**src/hdl/assert_macros.svh**
```systemverilog
// Assertion macros shared by the RTL of the proportional share core.
// Each macro expands to one labeled concurrent assertion reporting by $error.
`ifndef ASSERT_MACROS_SVH
`define ASSERT_MACROS_SVH

// Same-cycle implication, disabled while reset is asserted.
`define ASSERT_IMPL(label, clk, rst_n, ante, cons, msg) \
    label: assert property (@(posedge clk) disable iff (!rst_n) (ante) |-> (cons)) \
        else $error(msg);

// Next-cycle implication, disabled while reset is asserted.
`define ASSERT_NEXT(label, clk, rst_n, ante, cons, msg) \
    label: assert property (@(posedge clk) disable iff (!rst_n) (ante) |=> (cons)) \
        else $error(msg);

`endif

```
**src/hdl/pss_pkg.sv**
```systemverilog
// Package for the proportional symbol share core: field widths, codes and
// the controller state type. No dependencies.
package pss_pkg;

    localparam int AMOUNT_W      = 16;
    localparam int TOTAL_W       = 22;
    localparam int PROD_W        = 2 * AMOUNT_W;
    localparam int FLOW_INDEX_W  = 6;
    localparam int MAX_FLOWS_DEF = 64;

    localparam logic FUNC_ADD   = 1'b0;
    localparam logic FUNC_ALLOC = 1'b1;

    typedef enum logic [2:0] {
        ST_IDLE,
        ST_READ,
        ST_CALC,
        ST_MUL,
        ST_DIV,
        ST_ACC,
        ST_EREAD,
        ST_EOUT
    } state_t;

endpackage

```
**src/hdl/pss_mul.sv**
```systemverilog
// Bit-serial shift-and-add multiplier, one multiplier bit per cycle.
// Depends on pss_pkg for the operand and product widths.
module pss_mul (
    input  logic                          clk,
    input  logic                          rst_n,
    input  logic                          start,
    input  logic [pss_pkg::AMOUNT_W-1:0]  a,
    input  logic [pss_pkg::AMOUNT_W-1:0]  b,
    output logic                          done,
    output logic [pss_pkg::PROD_W-1:0]    product
);
    import pss_pkg::*;

    localparam int CNT_W = $clog2(AMOUNT_W);
    localparam logic [CNT_W-1:0] LAST_STEP = CNT_W'(AMOUNT_W - 1);

    logic                run_reg, run_next;
    logic                done_reg, done_next;
    logic [CNT_W-1:0]    cnt_reg, cnt_next;
    logic [AMOUNT_W-1:0] mcand_reg, mcand_next;
    logic [AMOUNT_W-1:0] hi_reg, hi_next;
    logic [AMOUNT_W-1:0] lo_reg, lo_next;
    logic [AMOUNT_W:0]   partial;

    always_comb
    begin
        run_next   = run_reg;
        done_next  = 1'b0;
        cnt_next   = cnt_reg;
        mcand_next = mcand_reg;
        hi_next    = hi_reg;
        lo_next    = lo_reg;
        partial    = {1'b0, hi_reg} + (lo_reg[0] ? {1'b0, mcand_reg} : '0);
        if (start)
        begin
            run_next   = 1'b1;
            cnt_next   = '0;
            mcand_next = a;
            hi_next    = '0;
            lo_next    = b;
        end
        else if (run_reg)
        begin
            // The upper half takes the partial sum, and the pair shifts right.
            hi_next  = partial[AMOUNT_W:1];
            lo_next  = {partial[0], lo_reg[AMOUNT_W-1:1]};
            cnt_next = cnt_reg + 1'b1;
            if (cnt_reg == LAST_STEP)
            begin
                run_next  = 1'b0;
                done_next = 1'b1;
            end
        end
    end

    always_ff @(posedge clk or negedge rst_n)
    begin
        if (!rst_n)
        begin
            run_reg  <= 1'b0;
            done_reg <= 1'b0;
            cnt_reg  <= '0;
        end
        else
        begin
            run_reg  <= run_next;
            done_reg <= done_next;
            cnt_reg  <= cnt_next;
        end
    end

    always_ff @(posedge clk)
    begin
        mcand_reg <= mcand_next;
        hi_reg    <= hi_next;
        lo_reg    <= lo_next;
    end

    assign done    = done_reg;
    assign product = {hi_reg, lo_reg};

endmodule

```
**src/hdl/pss_div.sv**
```systemverilog
// Restoring divider producing one quotient bit per cycle. The caller
// guarantees a quotient below 2**AMOUNT_W. Depends on pss_pkg for widths.
module pss_div (
    input  logic                          clk,
    input  logic                          rst_n,
    input  logic                          start,
    input  logic [pss_pkg::PROD_W-1:0]    dividend,
    input  logic [pss_pkg::TOTAL_W-1:0]   divisor,
    output logic                          done,
    output logic [pss_pkg::AMOUNT_W-1:0]  quotient
);
    import pss_pkg::*;

    localparam int CNT_W = $clog2(AMOUNT_W);
    localparam logic [CNT_W-1:0] LAST_STEP = CNT_W'(AMOUNT_W - 1);

    logic                run_reg, run_next;
    logic                done_reg, done_next;
    logic [CNT_W-1:0]    cnt_reg, cnt_next;
    logic [TOTAL_W-1:0]  dvsr_reg, dvsr_next;
    logic [TOTAL_W-1:0]  rem_reg, rem_next;
    logic [AMOUNT_W-1:0] lo_reg, lo_next;
    logic [TOTAL_W:0]    trial;
    logic [TOTAL_W:0]    diff;
    logic                fits;

    always_comb
    begin
        run_next  = run_reg;
        done_next = 1'b0;
        cnt_next  = cnt_reg;
        dvsr_next = dvsr_reg;
        rem_next  = rem_reg;
        lo_next   = lo_reg;
        trial     = {rem_reg, lo_reg[AMOUNT_W-1]};
        fits      = trial >= {1'b0, dvsr_reg};
        diff      = trial - {1'b0, dvsr_reg};
        if (start)
        begin
            // The upper half is already below the divisor, so only the low
            // dividend bits still have to be brought down.
            run_next  = 1'b1;
            cnt_next  = '0;
            dvsr_next = divisor;
            rem_next  = TOTAL_W'(dividend[PROD_W-1:AMOUNT_W]);
            lo_next   = dividend[AMOUNT_W-1:0];
        end
        else if (run_reg)
        begin
            rem_next = fits ? diff[TOTAL_W-1:0] : trial[TOTAL_W-1:0];
            lo_next  = {lo_reg[AMOUNT_W-2:0], fits};
            cnt_next = cnt_reg + 1'b1;
            if (cnt_reg == LAST_STEP)
            begin
                run_next  = 1'b0;
                done_next = 1'b1;
            end
        end
    end

    always_ff @(posedge clk or negedge rst_n)
    begin
        if (!rst_n)
        begin
            run_reg  <= 1'b0;
            done_reg <= 1'b0;
            cnt_reg  <= '0;
        end
        else
        begin
            run_reg  <= run_next;
            done_reg <= done_next;
            cnt_reg  <= cnt_next;
        end
    end

    always_ff @(posedge clk)
    begin
        dvsr_reg <= dvsr_next;
        rem_reg  <= rem_next;
        lo_reg   <= lo_next;
    end

    assign done     = done_reg;
    assign quotient = lo_reg;

endmodule

```
**src/hdl/proportional_symbol_share_core.sv**
```systemverilog
// Proportional symbol share core: a demand transfer is taken in idle, busy stays low.
// An allocation reads and grants each of its n flows (scaled: through the 16-step
// serial multiplier and 16-step serial divider), then reads out one result per flow.
// An empty allocation gives its single result in the next cycle without raising busy.
// Asynchronous active-low reset empties the frame; the demand store is not cleared.
// Depends on pss_pkg, pss_mul, pss_div and assert_macros.svh.
`include "assert_macros.svh"

module proportional_symbol_share_core #(
    parameter int MAX_FLOWS = pss_pkg::MAX_FLOWS_DEF
) (
    input  logic                              clk,
    input  logic                              rst_n,
    input  logic                              start,
    output logic                              busy,
    input  logic                              func,
    input  logic [pss_pkg::AMOUNT_W-1:0]      amount,
    output logic                              done,
    output logic [pss_pkg::FLOW_INDEX_W-1:0]  flow_index,
    output logic [pss_pkg::AMOUNT_W-1:0]      granted,
    output logic [pss_pkg::AMOUNT_W-1:0]      remaining,
    output logic                              scaled,
    output logic                              no_flows,
    output logic                              dropped,
    output logic                              last
);
    import pss_pkg::*;

    localparam int IDX_W = (MAX_FLOWS > 1) ? $clog2(MAX_FLOWS) : 1;
    localparam int CNT_W = $clog2(MAX_FLOWS + 1);
    localparam logic [CNT_W-1:0] CNT_MAX = CNT_W'(MAX_FLOWS);

    state_t              state_reg, state_next;
    logic [CNT_W-1:0]    cnt_reg, cnt_next;
    logic [TOTAL_W-1:0]  total_reg, total_next;
    logic                ovf_reg, ovf_next;
    logic [IDX_W-1:0]    idx_reg, idx_next;
    logic [AMOUNT_W-1:0] budget_reg, budget_next;
    logic [AMOUNT_W-1:0] sum_reg, sum_next;
    logic [AMOUNT_W-1:0] grant_reg, grant_next;
    logic                scale_reg, scale_next;
    logic                drop_reg, drop_next;

    logic                    done_reg, done_next;
    logic [FLOW_INDEX_W-1:0] flow_index_reg, flow_index_next;
    logic [AMOUNT_W-1:0]     granted_reg, granted_next;
    logic [AMOUNT_W-1:0]     remaining_reg, remaining_next;
    logic                    scaled_reg, scaled_next;
    logic                    no_flows_reg, no_flows_next;
    logic                    dropped_reg, dropped_next;
    logic                    last_reg, last_next;

    logic [AMOUNT_W-1:0] store_mem [MAX_FLOWS];
    logic [AMOUNT_W-1:0] rd_data_reg;
    logic                mem_we;
    logic [IDX_W-1:0]    mem_waddr;
    logic [AMOUNT_W-1:0] mem_wdata;

    logic                mul_start, mul_done;
    logic [PROD_W-1:0]   product;
    logic                div_start, div_done;
    logic [AMOUNT_W-1:0] quotient;
    logic                accept;
    logic                last_flow;

    pss_mul u_mul (
        .clk     (clk),
        .rst_n   (rst_n),
        .start   (mul_start),
        .a       (rd_data_reg),
        .b       (budget_reg),
        .done    (mul_done),
        .product (product)
    );

    pss_div u_div (
        .clk      (clk),
        .rst_n    (rst_n),
        .start    (div_start),
        .dividend (product),
        .divisor  (total_reg),
        .done     (div_done),
        .quotient (quotient)
    );

    assign busy      = (state_reg != ST_IDLE);
    assign accept    = start && !busy;
    assign last_flow = ((CNT_W'(idx_reg) + CNT_W'(1)) == cnt_reg);

    always_comb
    begin
        state_next      = state_reg;
        cnt_next        = cnt_reg;
        total_next      = total_reg;
        ovf_next        = ovf_reg;
        idx_next        = idx_reg;
        budget_next     = budget_reg;
        sum_next        = sum_reg;
        grant_next      = grant_reg;
        scale_next      = scale_reg;
        drop_next       = drop_reg;
        done_next       = 1'b0;
        flow_index_next = flow_index_reg;
        granted_next    = granted_reg;
        remaining_next  = remaining_reg;
        scaled_next     = scaled_reg;
        no_flows_next   = no_flows_reg;
        dropped_next    = dropped_reg;
        last_next       = last_reg;
        mem_we          = 1'b0;
        mem_waddr       = idx_reg;
        mem_wdata       = grant_reg;
        mul_start       = 1'b0;
        div_start       = 1'b0;

        case (state_reg)
            ST_IDLE:
            begin
                if (accept && func == FUNC_ADD)
                begin
                    if (cnt_reg < CNT_MAX)
                    begin
                        mem_we     = 1'b1;
                        mem_waddr  = IDX_W'(cnt_reg);
                        mem_wdata  = amount;
                        total_next = TOTAL_W'(total_reg + TOTAL_W'(amount));
                        cnt_next   = cnt_reg + 1'b1;
                    end
                    else
                    begin
                        ovf_next = 1'b1;
                    end
                end
                else if (accept)
                begin
                    budget_next = amount;
                    drop_next   = ovf_reg;
                    scale_next  = total_reg > TOTAL_W'(amount);
                    idx_next    = '0;
                    sum_next    = '0;
                    if (cnt_reg == '0)
                    begin
                        done_next       = 1'b1;
                        flow_index_next = '0;
                        granted_next    = '0;
                        remaining_next  = amount;
                        scaled_next     = 1'b0;
                        no_flows_next   = 1'b1;
                        dropped_next    = ovf_reg;
                        last_next       = 1'b1;
                        total_next      = '0;
                        ovf_next        = 1'b0;
                    end
                    else
                    begin
                        state_next = ST_READ;
                    end
                end
            end
            ST_READ:
            begin
                state_next = ST_CALC;
            end
            ST_CALC:
            begin
                if (scale_reg)
                begin
                    mul_start  = 1'b1;
                    state_next = ST_MUL;
                end
                else
                begin
                    grant_next = rd_data_reg;
                    state_next = ST_ACC;
                end
            end
            ST_MUL:
            begin
                if (mul_done)
                begin
                    div_start  = 1'b1;
                    state_next = ST_DIV;
                end
            end
            ST_DIV:
            begin
                if (div_done)
                begin
                    grant_next = quotient;
                    state_next = ST_ACC;
                end
            end
            ST_ACC:
            begin
                // Grants overwrite the demands in place for the output pass.
                mem_we   = 1'b1;
                sum_next = sum_reg + grant_reg;
                if (last_flow)
                begin
                    idx_next   = '0;
                    state_next = ST_EREAD;
                end
                else
                begin
                    idx_next   = idx_reg + 1'b1;
                    state_next = ST_READ;
                end
            end
            ST_EREAD:
            begin
                state_next = ST_EOUT;
            end
            ST_EOUT:
            begin
                done_next       = 1'b1;
                flow_index_next = FLOW_INDEX_W'(idx_reg);
                granted_next    = rd_data_reg;
                remaining_next  = budget_reg - sum_reg;
                scaled_next     = scale_reg;
                no_flows_next   = 1'b0;
                dropped_next    = drop_reg;
                last_next       = last_flow;
                if (last_flow)
                begin
                    cnt_next   = '0;
                    total_next = '0;
                    ovf_next   = 1'b0;
                    idx_next   = '0;
                    state_next = ST_IDLE;
                end
                else
                begin
                    idx_next   = idx_reg + 1'b1;
                    state_next = ST_EREAD;
                end
            end
            default:
            begin
                state_next = ST_IDLE;
            end
        endcase

        // An empty allocation also closes the frame counter.
        if (state_reg == ST_IDLE && accept && func == FUNC_ALLOC && cnt_reg == '0)
        begin
            cnt_next = '0;
        end
    end

    always_ff @(posedge clk or negedge rst_n)
    begin
        if (!rst_n)
        begin
            state_reg <= ST_IDLE;
            cnt_reg   <= '0;
            total_reg <= '0;
            ovf_reg   <= 1'b0;
            idx_reg   <= '0;
            done_reg  <= 1'b0;
        end
        else
        begin
            state_reg <= state_next;
            cnt_reg   <= cnt_next;
            total_reg <= total_next;
            ovf_reg   <= ovf_next;
            idx_reg   <= idx_next;
            done_reg  <= done_next;
        end
    end

    always_ff @(posedge clk)
    begin
        budget_reg     <= budget_next;
        sum_reg        <= sum_next;
        grant_reg      <= grant_next;
        scale_reg      <= scale_next;
        drop_reg       <= drop_next;
        flow_index_reg <= flow_index_next;
        granted_reg    <= granted_next;
        remaining_reg  <= remaining_next;
        scaled_reg     <= scaled_next;
        no_flows_reg   <= no_flows_next;
        dropped_reg    <= dropped_next;
        last_reg       <= last_next;
    end

    always_ff @(posedge clk)
    begin
        if (mem_we)
        begin
            store_mem[mem_waddr] <= mem_wdata;
        end
        rd_data_reg <= store_mem[idx_reg];
    end

    assign done       = done_reg;
    assign flow_index = flow_index_reg;
    assign granted    = granted_reg;
    assign remaining  = remaining_reg;
    assign scaled     = scaled_reg;
    assign no_flows   = no_flows_reg;
    assign dropped    = dropped_reg;
    assign last       = last_reg;

    `ASSERT_IMPL(a_empty_single, clk, rst_n, done && no_flows, last && !scaled, "empty result not final")
    `ASSERT_IMPL(a_frame_busy, clk, rst_n, done && !last, busy, "idle before the final grant")
    `ASSERT_NEXT(a_empty_alloc, clk, rst_n, accept && func == FUNC_ALLOC && cnt_reg == '0, done && no_flows, "empty allocation gave no result")

endmodule
```
**config.mk**
```make
export PLATFORM = sky130hd
export DESIGN_NAME = proportional_symbol_share_core
export DESIGN_NICKNAME = d
export VERILOG_FILES = /design/src/hdl/pss_pkg.sv /design/src/hdl/pss_mul.sv /design/src/hdl/pss_div.sv /design/src/hdl/proportional_symbol_share_core.sv
export VERILOG_INCLUDE_DIRS = /design/src /design/src/hdl
export SDC_FILE = /design/constraint.sdc
export NUM_CORES = 2
export LEC_CHECK = 0
export BUFFER_PORTS_ARGS = -buffer_cell sky130_fd_sc_hd__buf_4
export CAP_MARGIN = 20
export CORE_MARGIN = 1.5
export CORE_UTILIZATION = 25
export CTS_CLUSTER_SIZE = 20
export DETAILED_ROUTE_END_ITERATION = 10
export MAX_ROUTING_LAYER = met4
export REMOVE_ABC_BUFFERS = 1
export SLEW_MARGIN = 0
export SYNTH_ARGS = -nofsm -noshare
export SYNTH_HDL_FRONTEND = slang
export SYNTH_SLANG_ARGS = --single-unit
```
**constraint.sdc**
```tcl
create_clock -name clk -period 11.4 [get_ports clk]
set_input_delay 2.28 -clock clk [delete_from_list [all_inputs] [get_ports clk]]
set_output_delay 2.28 -clock clk [all_outputs]
set_load 0.005 [all_outputs]
```
; Word level (Yosys, flattened, before mapping)
; Memories as Yosys holds them, arrays and structs flattened. A register that Yosys moved wholly into a read port is not among the register bits.
; Cells that the tools add are included.
[word_totals]
register_bits = 252
ram_bits = 1024
input_bits = 20
elab_cells = 200
n_memories = 1
[op_classes]
n_addsub = 10
order_cmp = 3
eq_ne = 25
mux = 102
bitwise = 2
reduce_logical = 26
[mem_list]
columns = memory, words, word_bits, rd, rd_ports_with_merged_regs, write_ports, line_no
row1 = store_mem, 64, 16, 1, 1, 1, proportional_symbol_share_core.sv:53  ; logic [AMOUNT_W-1:0] store_mem [MAX_FLOWS];
[ops]
columns = cell, count
row1 = 16-bit two-way mux, 20
row2 = 22-bit two-way mux, 6
row3 = 16-bit one-hot mux with 2 select lines, 4
row4 = 6-bit two-way mux, 9
row5 = 22-bit one-hot mux with 2 select lines, 1
row6 = 1-bit two-way mux, 35
row7 = 7-bit two-way mux, 4
row8 = 3-bit two-way mux, 8
row9 = 3-bit one-hot mux with 8 select lines, 1
row10 = 6-bit one-hot mux with 2 select lines, 2
row11 = 23-bit by 22-bit greater-or-equal comparator with 1-bit output, 1
row12 = 22-bit by 16-bit adder with 22-bit output, 1
row13 = 22-bit by 16-bit greater-than comparator with 1-bit output, 1
row14 = 22-bit subtractor, 1
row15 = 16-bit by 17-bit adder with 17-bit output, 1
row16 = 16-bit adder, 1
row17 = 4-bit two-way mux, 4
row18 = 16-bit subtractor, 1
row19 = 5-bit AND reduction, 3
row20 = 1-bit one-hot mux with 2 select lines, 7
row21 = 7-bit one-hot mux with 2 select lines, 1
row22 = 3-bit equality test (second input constant), 4
row23 = 3-bit inequality test (second input constant), 4
row24 = 3-bit AND reduction, 4
row25 = other kinds (21), 44

; Logic depth before layout (Yosys ltp)
[depth]
depth_word = 8
ltp_mapped = 13
mapped_depth_nobuf = 13

; Hierarchy
; A second synthesis with hierarchy kept.
[hier_totals]
hier_cells = 3103
area_unflattened_um2 = 54970.2
[by_module_without_submodules]
columns = module, n_inst, cells_per_inst, area_each_um2, seq_area_each_um2
row1 = proportional_symbol_share_core, 1, 2469, 47993.5, 34833.4
row2 = pss_div, 1, 387, 4164.0, 1891.8
row3 = pss_mul, 1, 247, 2812.7, 1431.4

; Least setup slack after synthesis
; No wires, ideal clock.
[synth_path]
kind = input to register
from = input port start
to = memory store_mem[0][15] (data pin)
setup_ns = 0.702
arrival_time_ns = 5.614
t_required_ns = 10.698
slack_ns = 5.084
path_stages = 6
path_cell_list = nand2_1 > nor2_1 > nand2_1 > clkbuf_1 > clkbuf_1 > o21ai_0
[synth_between]
elab_chain_len = 4
[synth_lines]
columns = element, line_no
row1 = start: declaration, proportional_symbol_share_core.sv:14  ; input logic start,
row2 = 1-bit logical AND, proportional_symbol_share_core.sv:87  ; assign accept = start && !busy;
row3 = 1-bit logical AND, proportional_symbol_share_core.sv:119  ; if (accept && func == FUNC_ADD)
row4 = 16-bit two-way mux, proportional_symbol_share_core.sv:119
row5 = 16-bit two-way mux, proportional_symbol_share_core.sv:116  ; case (state_reg)
row6 = via mem_wdata[15], proportional_symbol_share_core.sv:57  ; logic [AMOUNT_W-1:0] mem_wdata;
row7 = end: declaration, proportional_symbol_share_core.sv:53
; The timed path passes the listed nets, and every way through them passes these cells.

; Final worst setup path
[layout_path]
from = register idx_reg[0]
to = register cnt_reg[6]
[layout_between]
elab_chain_len = 4
[layout_lines]
columns = element, line_no
row1 = start: declaration, proportional_symbol_share_core.sv:37  ; logic [IDX_W-1:0] idx_reg, idx_next;
row2 = start signal: assignment, proportional_symbol_share_core.sv:267  ; idx_reg <= idx_next;
row3 = 6-bit by 1-bit adder with 7-bit output, proportional_symbol_share_core.sv:88  ; assign last_flow = ((CNT_W'(idx_reg) + CNT_W'(1)) == cnt_reg);
row4 = 7-bit equality test, proportional_symbol_share_core.sv:88
row5 = 3-bit inequality test (no source line), -
row6 = 4-bit AND reduction (no source line), -
row7 = end signal: assignment, proportional_symbol_share_core.sv:264  ; cnt_reg <= cnt_next;
row8 = end: declaration, proportional_symbol_share_core.sv:34  ; logic [CNT_W-1:0] cnt_reg, cnt_next;
; No other way between the ends.
; A chain may end at the register's enable or synchronous reset.

==> impl_metrics.ini <==
[critical_path]
r2r-start = idx_reg[0]$_DFFE_PN0P_
worstPathRequired_ns = 12.07
worstSetupStartpointType = register
crit_arrival_ns = 5.31
r2r_cells = 10
r2r_end = cnt_reg[6]$_DFFE_PN0P_
critical_path.endpoint_type = register
critical_path_class = reg2reg
reg2reg_slack_ns = 6.76
cp_max_fo = 50

[sta]
rsz0062_at_grt = false
period_needed_ns = 4.641
layout_setup_ws_ns = 6.759
tightestPinTransition_ns = 1.124
setup-violations-final = 0
hold_violations = 0
slew_violations = 0
fmax_mhz = 215.5
finClkSkew_ns = 0.03028
max_slew_margin_pct = 25.00
tns_ns = 0
period_share_pct = 40.71

[logic_synthesis]
ys_seq_area_share_pct = 70.79
avgSynthCellArea_um2 = 18.09
async_reset_ff_share_pct = 4.025
syn_inst = 2980
synth-edff-count = 1202
synthFlopType = edfxtp_1
synth_cell_types = 69
ys_warn_count = 0
synth_area_um2 = 53900
synth-seq-cells = 1292

[detailed_routing]
first_pass_iters = 7
wire_per_inst_um = 21.69
drc_errors = 0
wl_mm = 132.3
drt_iter0_markers = 2805
postRouteAntennaNets = 0
vias = 28020
vias_per_cell = 4.593

[cts]
path_clk_slew_ns = 0.07
cts.path.max_buffers = 3
cts_buffers = 133
htreeDepth = 4
cts_sinks = 1292
clk_latency_ns = 0.76
cts_setup_buffers = 0
cts_tree = yes
cts-root-buf = clkbuf_16
cts_resized = 0
holdBufCountCts = 0

[layout]
area_delta_synth_final_pct = 16.51
drive_gt1_share_pct = 23.53
fin_util_pct = 29.29
largest_reg_flops = 1024
finalInstanceArea_um2 = 62800
largest_register = store_mem
finalNetCount = 3287

[die]
die_y_um = 467.3
core_um2 = 214400
rows = 170
start_util_pct = 25.14
dieArea_um2 = 218400
io_pins = 64
fp.dieW_um = 467.3

[pwr]
peakVddDrop_mv = 0.1766
p_leak_nw = 20.39
pwr_density_cell_nw_per_um2 = 225.1

[global_routing]
grt_pass1_wl_mm = 194.4
track_usage_pct = 12.41
antenna_found_initial = 5
grt_max_degree = 97
grt_pass1_vias = 28050
grt_overflow = 0

[status]
status = complete, no violations

[placement]
portBuffers = 63
detailedPlace.worstSlack_ns = 6.199
hpwl_mm = 81.91
gp_congestion = 0.8431
postPlaceCellArea_um2 = 58480

[min_path]
hp-start = u_mul.hi_reg[4]$_SDFFE_PP0P_
min_delay_path_depth = 2
min_to = u_mul.hi_reg[4]$_SDFFE_PP0P_
min_path_type = reg2reg

[run]
cap_violations = 0
[power by group]
part / switching [W] / total (W) / internal [W]
clock network: 0.00180 / 0.00428 / 0.00248
logic: 0.00210 / 0.00375 / 0.00165
registers: 0.000354 / 0.00611 / 0.00576
total: 0.00426 / 0.0141 / 0.00988
[through the flow]
| stage | std cells | total power, W | hold WS, ns |
|---|---|---|---|
| after floorplan | 2852 | 0.009214 | 0.4180 |
| after global placement | 5858 | 0.009939 | 0.4846 |
| after detailed placement | 5858 | 0.009994 | 0.4929 |
| after CTS | 6095 | 0.01428 | 0.5027 |
| after global routing | 6098 | 0.01473 | 0.5328 |
| final | 6100 | 0.01414 | 0.4958 |
[cell usage in the layout (no fill, tap or decap), drive strengths merged, types with 52 or more instances in the layout]
| cell type | synthesis | final |
|---|---|---|
| buf | 53 | 170 |
| nand2 | 168 | 168 |
| a21oi | 93 | 93 |
| ha | 105 | 105 |
| nor2 | 193 | 193 |
| dfrtp | 52 | 52 |
| clkbuf | 75 | 177 |
| o21ai | 92 | 92 |
| mux4 | 336 | 336 |
| edfxtp | 1202 | 1202 |
| inv | 100 | 103 |
[synth_stat cells, drive strengths merged (30+ instances only)]
master	count	area, µm²
a21oi	93	473.0
and2	40	250.2
buf	53	209.0
clkbuf	75	281.5
dfrtp	52	1301
dfxtp	38	760.7
edfxtp	1202	36090
ha	105	1314
inv	100	375.4
mux2	34	382.9
mux4	336	7567
nand2	168	630.6
nor2	193	724.4
nor3	32	160.2
o21ai	92	460.4
xnor2	47	411.6
xor2	30	262.8
[worst max-delay path by stage]
stage / from / end / slack, ns / depth (start not counted)
after floorplan: idx_reg[0]$_DFFE_PN0P_ / cnt_reg[6]$_DFFE_PN0P_ / -1.70 / 8
after global placement: amount[2] / total_reg[21]$_DFFE_PN0P_ / 6.21 / 11
after detailed placement: amount[0] / total_reg[20]$_DFFE_PN0P_ / 6.20 / 12
after CTS: idx_reg[0]$_DFFE_PN0P_ / rd_data_reg[5]$_DFF_P_ / 6.63 / 5
after global routing: idx_reg[0]$_DFFE_PN0P_ / cnt_reg[6]$_DFFE_PN0P_ / 6.39 / 10
final: idx_reg[0]$_DFFE_PN0P_ / cnt_reg[6]$_DFFE_PN0P_ / 6.76 / 10
[worst max-delay path, stage by stage, from the launching register on]
cell and delay, ns:
dfrtp_4 0.88, buf_4 0.89, ha_1 0.41, nand2_1 0.16
nor4_1 0.34, o2111ai_1 0.20, a21oi_2 0.48, a21oi_2 0.11
buf_4 0.26, or4_1 0.57, a21oi_1 0.18
[area by class of cell]
cell class,count,area [µm²]
diodes,3,7.507
clock buffers,177,3682
clock inverters,60,586.8
fillers,20950,151600
inverters,100,375.4
multi-input cells,1460,15110
flip-flops and latches,1292,38170
well taps,2838,3551
repair buffers,170,1321
[cells by family after synthesis]
kind of cell,share of synthesized area (%)
buffers and inverters,1.606
DFF,70.79
muxes,15.25
and+or+nand+nor,4.631
AOI/OAI and AO/OA,3.849
adders and majority gates,2.623
xor gates and xnor gates,1.251
[metal layers]
| layer | routed length (µm) | GRT usage, % |
|---|---|---|
| met2 | 62930 | 19.30 |
| met3 | 7932 | 1.945 |
| met5 | 0 | - |
| met4 | 2734 | 3.522 |
| met1 | 58730 | 16.76 |
(Power assumes the default switching activity.)
